--- src/hw/rtl/assert_macros.svh ---
// ----------------------------------------------------------------------------
// Assertion macros
// Shorthand for clocked, reset-qualified checks in the date register design.
// ----------------------------------------------------------------------------
`ifndef ASSERT_MACROS_SVH
`define ASSERT_MACROS_SVH

// Check a condition in the same cycle as its trigger
`define GDR_ASSERT_NOW(lbl, ante, cons, msg) \
  lbl: assert property (@(posedge clk) disable iff (!rst_n) (ante) |-> (cons)) \
    else $error(msg);

// Check a condition in the cycle after its trigger
`define GDR_ASSERT_NEXT(lbl, ante, cons, msg) \
  lbl: assert property (@(posedge clk) disable iff (!rst_n) (ante) |=> (cons)) \
    else $error(msg);

`endif

--- src/hw/rtl/gdr_pkg.sv ---
// ----------------------------------------------------------------------------
// gdr_pkg
// Shared widths, codes, types and calendar helpers for the date register.
// ----------------------------------------------------------------------------
`default_nettype none

package gdr_pkg;

  // Field widths
  localparam int unsigned YEAR_W = 14;
  localparam int unsigned DAY_W  = 5;
  localparam int unsigned MON_W  = 4;
  localparam int unsigned CNT_W  = 16;
  localparam int unsigned OP_W   = 3;
  localparam int unsigned DIST_W = 22;
  localparam int unsigned ACC_W  = 24;

  // Last year the register may hold
  localparam int unsigned MAX_YEAR = 9999;
  localparam logic [YEAR_W-1:0] YEAR_MAX = YEAR_W'(MAX_YEAR);
  localparam logic [YEAR_W-1:0] YEAR_MIN = YEAR_W'(1);

  // Distance saturates at the all-ones field value
  localparam logic [DIST_W-1:0] DIST_SAT = '1;

  // Operation codes
  localparam logic [OP_W-1:0] OP_LOAD = 3'd0;
  localparam logic [OP_W-1:0] OP_NEXT = 3'd1;
  localparam logic [OP_W-1:0] OP_PREV = 3'd2;
  localparam logic [OP_W-1:0] OP_ADD  = 3'd3;
  localparam logic [OP_W-1:0] OP_SUB  = 3'd4;
  localparam logic [OP_W-1:0] OP_DIST = 3'd5;

  // Month numbers the logic refers to
  localparam logic [MON_W-1:0] MON_JAN = 4'd1;
  localparam logic [MON_W-1:0] MON_FEB = 4'd2;
  localparam logic [MON_W-1:0] MON_MAR = 4'd3;
  localparam logic [MON_W-1:0] MON_DEC = 4'd12;

  localparam logic [DAY_W-1:0] DAY_FIRST = 5'd1;
  localparam logic [DAY_W-1:0] DAY_LEAP  = 5'd29;

  typedef struct packed {
    logic [DAY_W-1:0]  day;
    logic [MON_W-1:0]  month;
    logic [YEAR_W-1:0] year;
  } date_t;

  // First day of the Gregorian calendar
  localparam date_t GREG_START = '{day: 5'd15, month: 4'd10, year: 14'd1582};

  // Command from the input stage to the sequencer
  typedef struct packed {
    logic             go;
    logic [OP_W-1:0]  op;
    date_t            given;
    logic [CNT_W-1:0] count;
    logic             given_valid;
  } cmd_t;

  // Status from the sequencer back to the output stage
  typedef struct packed {
    logic              busy;
    logic              done;
    logic              range_error;
    logic [DIST_W-1:0] distance;
    date_t             stored;
  } stat_t;

  // Shared add/subtract unit request and response
  typedef struct packed {
    logic [ACC_W-1:0] a;
    logic [ACC_W-1:0] b;
    logic             sub;
  } alu_req_t;

  typedef struct packed {
    logic [ACC_W-1:0] res;
    logic             ge;
  } alu_rsp_t;

  // Year divided by 100 through a reciprocal multiply (exact below 43699, so for every 15-bit input)
  function automatic logic [8:0] div100(input logic [YEAR_W:0] y);
    logic [27:0] prod;
    prod = 28'(y) * 28'd5243;
    return prod[27:19];
  endfunction

  function automatic logic is_leap(input logic [YEAR_W:0] y);
    logic [8:0]      q;
    logic [YEAR_W:0] c;
    q = div100(y);
    c = (YEAR_W+1)'({6'd0, q} * 15'd100);
    return ((y[1:0] == 2'b00) && (y != c)) || ((y == c) && (q[1:0] == 2'b00));
  endfunction

  function automatic logic [DAY_W-1:0] month_len(input logic leap,
                                                 input logic [MON_W-1:0] m);
    logic [DAY_W-1:0] len;
    case (m)
      4'd1, 4'd3, 4'd5, 4'd7, 4'd8, 4'd10, 4'd12: len = 5'd31;
      4'd4, 4'd6, 4'd9, 4'd11:                    len = 5'd30;
      MON_FEB:                                    len = leap ? 5'd29 : 5'd28;
      default:                                    len = 5'd0;
    endcase
    return len;
  endfunction

  // Days of the year before the first of month m
  function automatic logic [8:0] month_start(input logic leap,
                                             input logic [MON_W-1:0] m);
    logic [8:0] base;
    case (m)
      4'd1:    base = 9'd0;
      4'd2:    base = 9'd31;
      4'd3:    base = 9'd59;
      4'd4:    base = 9'd90;
      4'd5:    base = 9'd120;
      4'd6:    base = 9'd151;
      4'd7:    base = 9'd181;
      4'd8:    base = 9'd212;
      4'd9:    base = 9'd243;
      4'd10:   base = 9'd273;
      4'd11:   base = 9'd304;
      4'd12:   base = 9'd334;
      default: base = 9'd0;
    endcase
    return base + {8'd0, leap && (m >= MON_MAR) && (m <= MON_DEC)};
  endfunction

  // Strict ordering on raw (day, month, year) numbers
  function automatic logic date_lt(input date_t a, input date_t b);
    if (a.year != b.year) begin
      return a.year < b.year;
    end else if (a.month != b.month) begin
      return a.month < b.month;
    end else begin
      return a.day < b.day;
    end
  endfunction

endpackage

`default_nettype wire

--- src/hw/rtl/gregorian_date_register.sv ---
// ----------------------------------------------------------------------------
// gregorian_date_register
// Date register with load, day stepping, day count arithmetic and distance.
// ----------------------------------------------------------------------------
// Usage: drive in_operation and the given date / day count with start high;
// the command transfers on a rising edge where start is high and busy is low.
// Each command gives exactly one result, shown for one cycle with out_strobe.
// The receiver cannot stall: a result must be taken in its strobe cycle.
// Operations: load and unused codes finish without a walk; next / previous
// day and add / subtract walk the working date by whole years and by months
// (up to 13 months walked) on the shared adder; distance with a valid given
// date sums twelve day number terms through the shared adder.
// busy drops in the cycle the result is registered, so the next command may
// transfer then; a new command is not taken while one is still in flight.
// Reset loads 1 Jan 2000 and discards any command in flight.
// ----------------------------------------------------------------------------
`default_nettype none
`include "assert_macros.svh"

module gregorian_date_register (
  input  logic        clk,
  input  logic        rst_n,
  input  logic        start,
  output logic        busy,
  input  logic [2:0]  in_operation,
  input  logic [4:0]  in_day,
  input  logic [3:0]  in_month,
  input  logic [13:0] in_year,
  input  logic [15:0] in_day_count,
  output logic        out_strobe,
  output logic [4:0]  out_cur_day,
  output logic [3:0]  out_cur_month,
  output logic [13:0] out_cur_year,
  output logic [21:0] out_distance,
  output logic        out_given_valid,
  output logic        out_given_earlier,
  output logic        out_leap_year,
  output logic        out_range_error
);
  import gdr_pkg::*;

  logic             accept;
  logic             go_r;
  logic [OP_W-1:0]  op_r;
  date_t            given_r;
  logic [CNT_W-1:0] cnt_r;
  logic             given_valid;
  cmd_t             cmd;
  stat_t            stat;
  logic             strobe_r;
  logic             out_date_ok;

  assign accept = start && !busy;
  assign busy   = go_r || stat.busy;

  // Capture the command on transfer
  always_ff @(posedge clk) begin
    if (!rst_n) begin
      go_r <= 1'b0;
    end else begin
      go_r <= accept;
    end
  end

  always_ff @(posedge clk) begin
    if (accept) begin
      op_r    <= in_operation;
      given_r <= '{day: in_day, month: in_month, year: in_year};
      cnt_r   <= in_day_count;
    end
  end

  // Check the given date against its month and the calendar start
  always_comb begin
    given_valid = (given_r.month >= MON_JAN) && (given_r.month <= MON_DEC)
               && (given_r.day != '0)
               && (given_r.day <= month_len(is_leap({1'b0, given_r.year}), given_r.month))
               && !date_lt(given_r, GREG_START);
  end

  assign cmd = '{go: go_r, op: op_r, given: given_r, count: cnt_r,
                 given_valid: given_valid};

  gdr_core u_core (
    .clk   (clk),
    .rst_n (rst_n),
    .cmd   (cmd),
    .stat  (stat)
  );

  // Register the result with its flags
  always_ff @(posedge clk) begin
    if (!rst_n) begin
      strobe_r <= 1'b0;
    end else begin
      strobe_r <= stat.done;
    end
  end

  always_ff @(posedge clk) begin
    if (stat.done) begin
      out_cur_day       <= stat.stored.day;
      out_cur_month     <= stat.stored.month;
      out_cur_year      <= stat.stored.year;
      out_distance      <= stat.distance;
      out_given_valid   <= given_valid;
      out_given_earlier <= date_lt(given_r, stat.stored);
      out_leap_year     <= is_leap({1'b0, stat.stored.year});
      out_range_error   <= stat.range_error;
    end
  end

  assign out_strobe = strobe_r;

  // Stored date on the result ports lies inside the register's range
  assign out_date_ok = (out_cur_year != '0) && (out_cur_year <= YEAR_MAX)
                    && (out_cur_month != '0) && (out_cur_month <= MON_DEC)
                    && (out_cur_day != '0);

  // Checks
  `GDR_ASSERT_NEXT(a_accept_busy, accept, busy, "busy low after a command transfer")
  `GDR_ASSERT_NEXT(a_done_strobe, stat.done, out_strobe, "result finished but not strobed")
  `GDR_ASSERT_NOW(a_date_range, out_strobe, out_date_ok, "stored date out of range")
  `GDR_ASSERT_NOW(a_err_nodist, out_strobe && out_range_error, out_distance == '0, "range error with a distance")

endmodule

`default_nettype wire

--- src/hw/rtl/gdr_alu.sv ---
// ----------------------------------------------------------------------------
// gdr_alu
// Shared add/subtract unit with an unsigned greater-or-equal flag.
// ----------------------------------------------------------------------------
`default_nettype none

module gdr_alu (
  input  gdr_pkg::alu_req_t req,
  output gdr_pkg::alu_rsp_t rsp
);
  import gdr_pkg::*;

  logic [ACC_W:0] sum;

  // Add, or subtract through the inverted operand; when subtracting, carry out means a >= b
  always_comb begin
    sum = {1'b0, req.a} + {1'b0, (req.sub ? ~req.b : req.b)} + (ACC_W+1)'(req.sub);
    rsp.res = sum[ACC_W-1:0];
    rsp.ge  = sum[ACC_W];
  end

endmodule

`default_nettype wire

--- src/hw/rtl/gdr_core.sv ---
// ----------------------------------------------------------------------------
// gdr_core
// Sequencer that holds the date and runs stepping and distance on the shared unit:
// year and month walks for stepping, day number terms for distance.
// ----------------------------------------------------------------------------
`default_nettype none

module gdr_core (
  input  logic           clk,
  input  logic           rst_n,
  input  gdr_pkg::cmd_t  cmd,
  output gdr_pkg::stat_t stat
);
  import gdr_pkg::*;

  typedef enum logic [4:0] {
    ST_IDLE  = 5'b00001,
    ST_WALK  = 5'b00010,
    ST_TERM  = 5'b00100,
    ST_DRAIN = 5'b01000,
    ST_ABS   = 5'b10000
  } state_t;

  // Day number terms, issued in this order for each date
  localparam logic [2:0] T_Y365 = 3'd0;
  localparam logic [2:0] T_Y4   = 3'd1;
  localparam logic [2:0] T_Y100 = 3'd2;
  localparam logic [2:0] T_Y400 = 3'd3;
  localparam logic [2:0] T_MS   = 3'd4;
  localparam logic [2:0] T_D    = 3'd5;

  state_t            state_r, state_nxt;
  date_t             sto_r, sto_nxt;
  date_t             wrk_r, wrk_nxt;
  logic [ACC_W-1:0]  acc_r, acc_nxt;
  logic [ACC_W-1:0]  opd_r, opd_nxt;
  logic              neg_r, neg_nxt;
  logic              pend_r, pend_nxt;
  logic              side_r, side_nxt;
  logic              ymode_r, ymode_nxt;
  logic              up_r, up_nxt;
  logic              done_r, done_nxt;
  logic              rerr_r, rerr_nxt;
  logic [2:0]        term_r, term_nxt;
  logic [DIST_W-1:0] dist_r, dist_nxt;

  alu_req_t          alu_req;
  alu_rsp_t          alu_rsp;

  // Walk helpers
  logic [YEAR_W:0]   wy_ext, y_next, y_prev, y_len_sel;
  logic              late, w_leap, feb29, use_year, at_top, at_bot;
  logic [8:0]        y_len;
  logic [DAY_W-1:0]  w_mlen, prv_len;
  logic [MON_W-1:0]  prv_mon;
  logic [5:0]        step_b;
  logic [ACC_W-1:0]  walk_b;

  // Term helpers
  date_t             tdate;
  logic [YEAR_W-1:0] tp;
  logic [8:0]        tq;
  logic              t_leap, term_neg;
  logic [ACC_W-1:0]  term_val, mag;
  logic [2:0]        term_follow;

  gdr_alu u_alu (
    .req (alu_req),
    .rsp (alu_rsp)
  );

  // Year and month lengths around the working date
  always_comb begin
    wy_ext    = {1'b0, wrk_r.year};
    y_next    = wy_ext + (YEAR_W+1)'(1);
    y_prev    = wy_ext - (YEAR_W+1)'(1);
    late      = wrk_r.month >= MON_MAR;
    y_len_sel = up_r ? (late ? y_next : wy_ext) : (late ? wy_ext : y_prev);
    y_len     = is_leap(y_len_sel) ? 9'd366 : 9'd365;
    w_leap    = is_leap(wy_ext);
    w_mlen    = month_len(w_leap, wrk_r.month);
    prv_mon   = (wrk_r.month == MON_JAN) ? MON_DEC : wrk_r.month - 4'd1;
    prv_len   = month_len(w_leap, prv_mon);
    feb29     = (wrk_r.month == MON_FEB) && (wrk_r.day == DAY_LEAP);
    use_year  = ymode_r && !feb29;
    at_top    = wrk_r.year == YEAR_MAX;
    at_bot    = wrk_r.year == YEAR_MIN;
    step_b    = up_r ? ({1'b0, w_mlen} - {1'b0, wrk_r.day} + 6'd1) : {1'b0, wrk_r.day};
    walk_b    = use_year ? ACC_W'(y_len) : ACC_W'(step_b);
  end

  // Select one day number term of the given or the stored date
  always_comb begin
    tdate  = side_r ? sto_r : cmd.given;
    tp     = tdate.year - YEAR_MIN;
    tq     = div100({1'b0, tp});
    t_leap = is_leap({1'b0, tdate.year});
    case (term_r)
      T_Y365: begin
        term_val    = ACC_W'(tp) * 24'd365;
        term_follow = T_Y4;
      end
      T_Y4: begin
        term_val    = ACC_W'(tp >> 2);
        term_follow = T_Y100;
      end
      T_Y100: begin
        term_val    = ACC_W'(tq);
        term_follow = T_Y400;
      end
      T_Y400: begin
        term_val    = ACC_W'(tq >> 2);
        term_follow = T_MS;
      end
      T_MS: begin
        term_val    = ACC_W'(month_start(t_leap, tdate.month));
        term_follow = T_D;
      end
      T_D: begin
        term_val    = ACC_W'(tdate.day);
        term_follow = T_Y365;
      end
      default: begin
        term_val    = '0;
        term_follow = T_Y365;
      end
    endcase
    // Given date counts up, stored date counts down; the century term flips
    term_neg = side_r ^ (term_r == T_Y100);
  end

  // Route operands to the shared unit
  always_comb begin
    case (state_r)
      ST_WALK: begin
        alu_req.a   = acc_r;
        alu_req.b   = walk_b;
        alu_req.sub = 1'b1;
      end
      ST_ABS: begin
        alu_req.a   = '0;
        alu_req.b   = acc_r;
        alu_req.sub = 1'b1;
      end
      default: begin
        alu_req.a   = acc_r;
        alu_req.b   = opd_r;
        alu_req.sub = neg_r;
      end
    endcase
    mag = acc_r[ACC_W-1] ? alu_rsp.res : acc_r;
  end

  // Sequencer
  always_comb begin
    state_nxt = state_r;
    sto_nxt   = sto_r;
    wrk_nxt   = wrk_r;
    acc_nxt   = acc_r;
    opd_nxt   = opd_r;
    neg_nxt   = neg_r;
    pend_nxt  = pend_r;
    side_nxt  = side_r;
    ymode_nxt = ymode_r;
    up_nxt    = up_r;
    done_nxt  = 1'b0;
    rerr_nxt  = rerr_r;
    term_nxt  = term_r;
    dist_nxt  = dist_r;

    case (state_r)
      ST_IDLE: begin
        if (cmd.go) begin
          rerr_nxt  = 1'b0;
          dist_nxt  = '0;
          wrk_nxt   = sto_r;
          ymode_nxt = 1'b1;
          case (cmd.op)
            OP_LOAD: begin
              done_nxt = 1'b1;
              if (cmd.given_valid) begin
                if (cmd.given.year > YEAR_MAX) begin
                  rerr_nxt = 1'b1;
                end else begin
                  sto_nxt = cmd.given;
                end
              end
            end
            OP_NEXT: begin
              acc_nxt   = ACC_W'(1);
              up_nxt    = 1'b1;
              state_nxt = ST_WALK;
            end
            OP_ADD: begin
              acc_nxt   = ACC_W'(cmd.count);
              up_nxt    = 1'b1;
              state_nxt = ST_WALK;
            end
            OP_PREV: begin
              acc_nxt   = ACC_W'(1);
              up_nxt    = 1'b0;
              state_nxt = ST_WALK;
            end
            OP_SUB: begin
              acc_nxt   = ACC_W'(cmd.count);
              up_nxt    = 1'b0;
              state_nxt = ST_WALK;
            end
            OP_DIST: begin
              if (cmd.given_valid) begin
                acc_nxt   = '0;
                side_nxt  = 1'b0;
                term_nxt  = T_Y365;
                pend_nxt  = 1'b0;
                state_nxt = ST_TERM;
              end else begin
                done_nxt = 1'b1;
              end
            end
            default: begin
              done_nxt = 1'b1;
            end
          endcase
        end
      end

      ST_WALK: begin
        if (use_year) begin
          // Jump a whole year while the count covers it
          if (alu_rsp.ge) begin
            if (up_r ? at_top : at_bot) begin
              rerr_nxt  = 1'b1;
              done_nxt  = 1'b1;
              state_nxt = ST_IDLE;
            end else begin
              acc_nxt      = alu_rsp.res;
              wrk_nxt.year = up_r ? wrk_r.year + YEAR_MIN : wrk_r.year - YEAR_MIN;
            end
          end else begin
            ymode_nxt = 1'b0;
          end
        end else if (alu_rsp.ge) begin
          // Move to the neighboring month
          acc_nxt = alu_rsp.res;
          if (up_r) begin
            wrk_nxt.day = DAY_FIRST;
            if (wrk_r.month == MON_DEC) begin
              if (at_top) begin
                rerr_nxt  = 1'b1;
                done_nxt  = 1'b1;
                state_nxt = ST_IDLE;
              end else begin
                wrk_nxt.month = MON_JAN;
                wrk_nxt.year  = wrk_r.year + YEAR_MIN;
              end
            end else begin
              wrk_nxt.month = wrk_r.month + 4'd1;
            end
          end else begin
            wrk_nxt.day   = prv_len;
            wrk_nxt.month = prv_mon;
            if (wrk_r.month == MON_JAN) begin
              if (at_bot) begin
                rerr_nxt  = 1'b1;
                done_nxt  = 1'b1;
                state_nxt = ST_IDLE;
              end else begin
                wrk_nxt.year = wrk_r.year - YEAR_MIN;
              end
            end
          end
        end else begin
          // Remainder stays inside the month: commit
          sto_nxt     = wrk_r;
          sto_nxt.day = up_r ? wrk_r.day + acc_r[DAY_W-1:0] : wrk_r.day - acc_r[DAY_W-1:0];
          done_nxt    = 1'b1;
          state_nxt   = ST_IDLE;
        end
      end

      ST_TERM: begin
        if (pend_r) begin
          acc_nxt = alu_rsp.res;
        end
        opd_nxt  = term_val;
        neg_nxt  = term_neg;
        pend_nxt = 1'b1;
        term_nxt = term_follow;
        if (term_r == T_D) begin
          if (side_r) begin
            state_nxt = ST_DRAIN;
          end else begin
            side_nxt = 1'b1;
          end
        end
      end

      ST_DRAIN: begin
        acc_nxt   = alu_rsp.res;
        state_nxt = ST_ABS;
      end

      ST_ABS: begin
        dist_nxt  = (mag > ACC_W'(DIST_SAT)) ? DIST_SAT : mag[DIST_W-1:0];
        done_nxt  = 1'b1;
        state_nxt = ST_IDLE;
      end

      default: begin
        state_nxt = ST_IDLE;
      end
    endcase
  end

  // Hold control and date state
  always_ff @(posedge clk) begin
    if (!rst_n) begin
      state_r <= ST_IDLE;
      sto_r   <= '{day: 5'd1, month: 4'd1, year: 14'd2000};
      done_r  <= 1'b0;
      rerr_r  <= 1'b0;
      dist_r  <= '0;
      pend_r  <= 1'b0;
      side_r  <= 1'b0;
      ymode_r <= 1'b0;
      up_r    <= 1'b0;
      term_r  <= T_Y365;
    end else begin
      state_r <= state_nxt;
      sto_r   <= sto_nxt;
      done_r  <= done_nxt;
      rerr_r  <= rerr_nxt;
      dist_r  <= dist_nxt;
      pend_r  <= pend_nxt;
      side_r  <= side_nxt;
      ymode_r <= ymode_nxt;
      up_r    <= up_nxt;
      term_r  <= term_nxt;
    end
  end

  // Working values
  always_ff @(posedge clk) begin
    wrk_r <= wrk_nxt;
    acc_r <= acc_nxt;
    opd_r <= opd_nxt;
    neg_r <= neg_nxt;
  end

  assign stat.busy        = state_r != ST_IDLE;
  assign stat.done        = done_r;
  assign stat.range_error = rerr_r;
  assign stat.distance    = dist_r;
  assign stat.stored      = sto_r;

endmodule

`default_nettype wire

--- config.mk ---
export PLATFORM = sky130hd
export DESIGN_NAME = gregorian_date_register
export DESIGN_NICKNAME = d
export VERILOG_FILES = /design/src/hw/rtl/gdr_pkg.sv /design/src/hw/rtl/gregorian_date_register.sv /design/src/hw/rtl/gdr_alu.sv /design/src/hw/rtl/gdr_core.sv
export VERILOG_INCLUDE_DIRS = /design/src /design/src/hw/rtl
export SDC_FILE = /design/constraint.sdc
export NUM_CORES = 2
export LEC_CHECK = 0
export ABC_AREA = 1
export BUFFER_PORTS_ARGS = -buffer_cell sky130_fd_sc_hd__buf_2
export CORE_AREA = 2 2 264 396
export CTS_CLUSTER_SIZE = 25
export DETAILED_ROUTE_END_ITERATION = 8
export DIE_AREA = 0 0 266 398
export PLACE_DENSITY = 0.54
export SYNTH_ARGS = -nofsm -noshare
export SYNTH_HDL_FRONTEND = slang
export SYNTH_SLANG_ARGS = --single-unit
export TNS_END_PERCENT = 20
--- constraint.sdc ---
create_clock -name clk -period 12.22 [get_ports clk]
set_input_delay 0 -clock clk [delete_from_list [all_inputs] [get_ports clk]]
set_output_delay 0 -clock clk [all_outputs]
set_load 0.05 [all_outputs]
==> qor.txt <==
largest area contributor in the netlist -> ha_1
worst skew pair latency -> 0.62 ns
CP max FO -> 24
Chip Width -> 266 um
io pins -> 96
clock skew -> 0.04668 ns
Crit Path Category -> reg2reg
share of the synthesized area in the top cell type -> 27.88%
cell count after placement -> 6,333
f_max -> 85.07 MHz
Syn-to-layout area delta -> 18.74%
vias per cell -> 4.993
CP Launch Type -> flip-flop
EDFF count, synth -> 162
Congestion Overflow GR -> 0
CTS Sinks -> 223
most common cell in the netlist -> inv_1
Async S/R FF share, synth -> 0%
commonest register cell after synthesis -> edfxtp_1
DRC -> 0
Mapped Area -> 0.04061 mm2
vias in the first global route -> 34,100
clock slew at reported path FFs -> 0.06 ns
via count -> 32,350
Final nets -> 6,538
first-pass GRT wire length -> 182,400 um
residual antenna-violating net count after detailed routing -> 0
CTS tree -> yes
fin cells -> 6,480
run status -> finished clean
flop2flop setup slack -> 0.47 ns
Max-slew headroom -> 34.02%
initial core utilization -> 39.68%
post-route clock period utilization -> 96.19%
Post-synth top cells -> inv_1 (1,059), ha_1 (905), nand2_1 (635), fa_1 (444), a21oi_1 (239)
Mapped Nets -> 6,005
Crit path required time -> 12.55 ns
multi-input logic area -> 0.03127 mm2
FF+latch area -> 0.006088 mm2
worst slew pin tran -> 0.9794 ns
worst min path class -> in2reg
largest net degree at the start of global routing -> 64
final setup fails -> 0
critical path's slowest cell -> edfxtp_1
Die Y -> 398 um
Clock Path Buffers -> 3
Routed WL -> 113,900 um
routability congestion estimate -> 0.9286
post-synthesis cell count -> 4,611
Initial DRC Count -> 1,544
crit-path max cell delay -> 0.54 ns
Synth Area per Inst -> 8.807 um2
Synth Warn # -> 0
number of distinct library cells after synthesis -> 68
die area -> 0.1059 mm2
unrepaired setup endpoints after global routing -> yes
row count -> 144
Crit path top cell by count -> inv_2
fillers -> 9,887
DR pass1 iterations -> 6
All-Layer GR Usage -> 21.91%
initial antenna violation count -> 3
Max-Cap Viols -> 0
Synth area leaders -> ha_1 (28%), fa_1 (22%), edfxtp_1 (12%)
Hold Fails Final Rpt -> 0
Core Area -> 0.1023 mm2
Worst EP arrival -> 12.08 ns
IO Port Bufs -> 95
register bit total from synthesis -> 223
H-tree levels -> 1
sequential fraction of the synthesis area -> 14.99%
Post-DP HPWL -> 95,900 um
CP endpoint kind -> flip-flop
Slew Viols, Final -> 0
TritonCTS buffer count -> 27
fin crit period -> 11.75 ns
root buf cell -> clkbuf_16
drt wl/cell -> 17.57 um
share of cells above drive strength 1 -> 16.26%
## cells in the final DEF (no fill, tap or decap), drive strengths merged, types with 38 or more instances in the layout
master	netlist	final
dfxtp	61	61
xnor2	38	38
dlygate4sd3	0	45
nand4	44	44
o21ai	209	209
buf	21	513
edfxtp	162	162
inv	1067	1075
nand2	650	650
fa	444	444
nor2	181	181
nand3	162	162
a21oi	244	244
ha	905	905
xor2	134	134
## path summary, 6_finish.rpt
kind                                   startpoint               end  depth (start not counted)
worst max-delay path             u_core.wrk_r[11]  u_core.acc_r[14]                         70
worst min-delay path                  in_year[13]           cmd[30]                          2
worst max register to register   u_core.wrk_r[11]  u_core.acc_r[14]                         70
worst min register to register  u_core.dist_r[20]  out_distance[20]                          0
## worst max-delay path, delay by kind of cell (launching register included)
kind,cells,cell delay [ns]
adders and majority gates,14,4.90
AOI/OAI and AO/OA,19,2.53
and+or+nand+nor,19,1.76
buffers and inverters,15,1.25
DFF,1,0.54
xor gates and xnor gates,3,0.48
## layer usage
| metal | GRT usage [%] | routed length [um] |
|---|---|---|
| met1 | 25.45 | 45670 |
| met2 | 41.86 | 60330 |
| met3 | 1.039 | 2662 |
| met4 | 8.557 | 5186 |
| met5 | 0 | 7 |
## registers in the layout, summed over array words and instances (netlist names), 4 cells and up
name and cells:
cnt_r 16, out_cur_year 14, u_core.wrk_r 23, u_core.state_r 5
out_distance 22, out_cur_month 4, u_core.stat 23, u_core.dist_r 22
out_cur_day 5, cmd 23, u_core.opd_r 23, u_core.acc_r 24
## cell type report
cell class | count | area share, %
diodes | 1 | 0.005190
clock buffers | 33 | 1.534
clock inverters | 17 | 0.2543
inverters | 1073 | 8.386
multi-input cells | 3259 | 64.84
flip-flops and latches | 223 | 12.63
well taps | 1314 | 3.410
repair buffers | 560 | 8.944
## metrics by stage
stage	area, um2	worst slack, ns	hold WS (ns)	utilization [%]	TNS [ns]
3_5_place_dp	45340	-0.4668	0.1781	44.31	-24.77
2_1_floorplan	40610	-0.003387	0.09887	-	-0.04741
3_3_place_gp	45340	-0.2915	0.1762	44.31	-10.60
4_1_cts	47090	0.002854	0.06349	46.01	0
5_1_grt	48220	-0.1607	0.1022	47.12	-9.115
6_report	48220	0.4650	0.1018	47.12	0
## what timing repair did
item	in CTS	in global routing
setup buffers	22	26
gates cloned	1	3
gates resized for setup	66	227
hold buffers	45	0
pin swaps	48	112
endpoints found under the hold margin	73	0
endpoints found under the setup margin	98	106
## logic make-up after synthesis
family,synth area share (%)
xor gates and xnor gates,3.710
adders and majority gates,49.77
and+or+nand+nor,11.57
DFF,14.99
AOI/OAI and AO/OA,9.280
muxes,0.07702
buffers and inverters,10.61
Power is not shown: default switching activity piles up to over one toggle a cycle in this logic, so the estimate is an artifact.
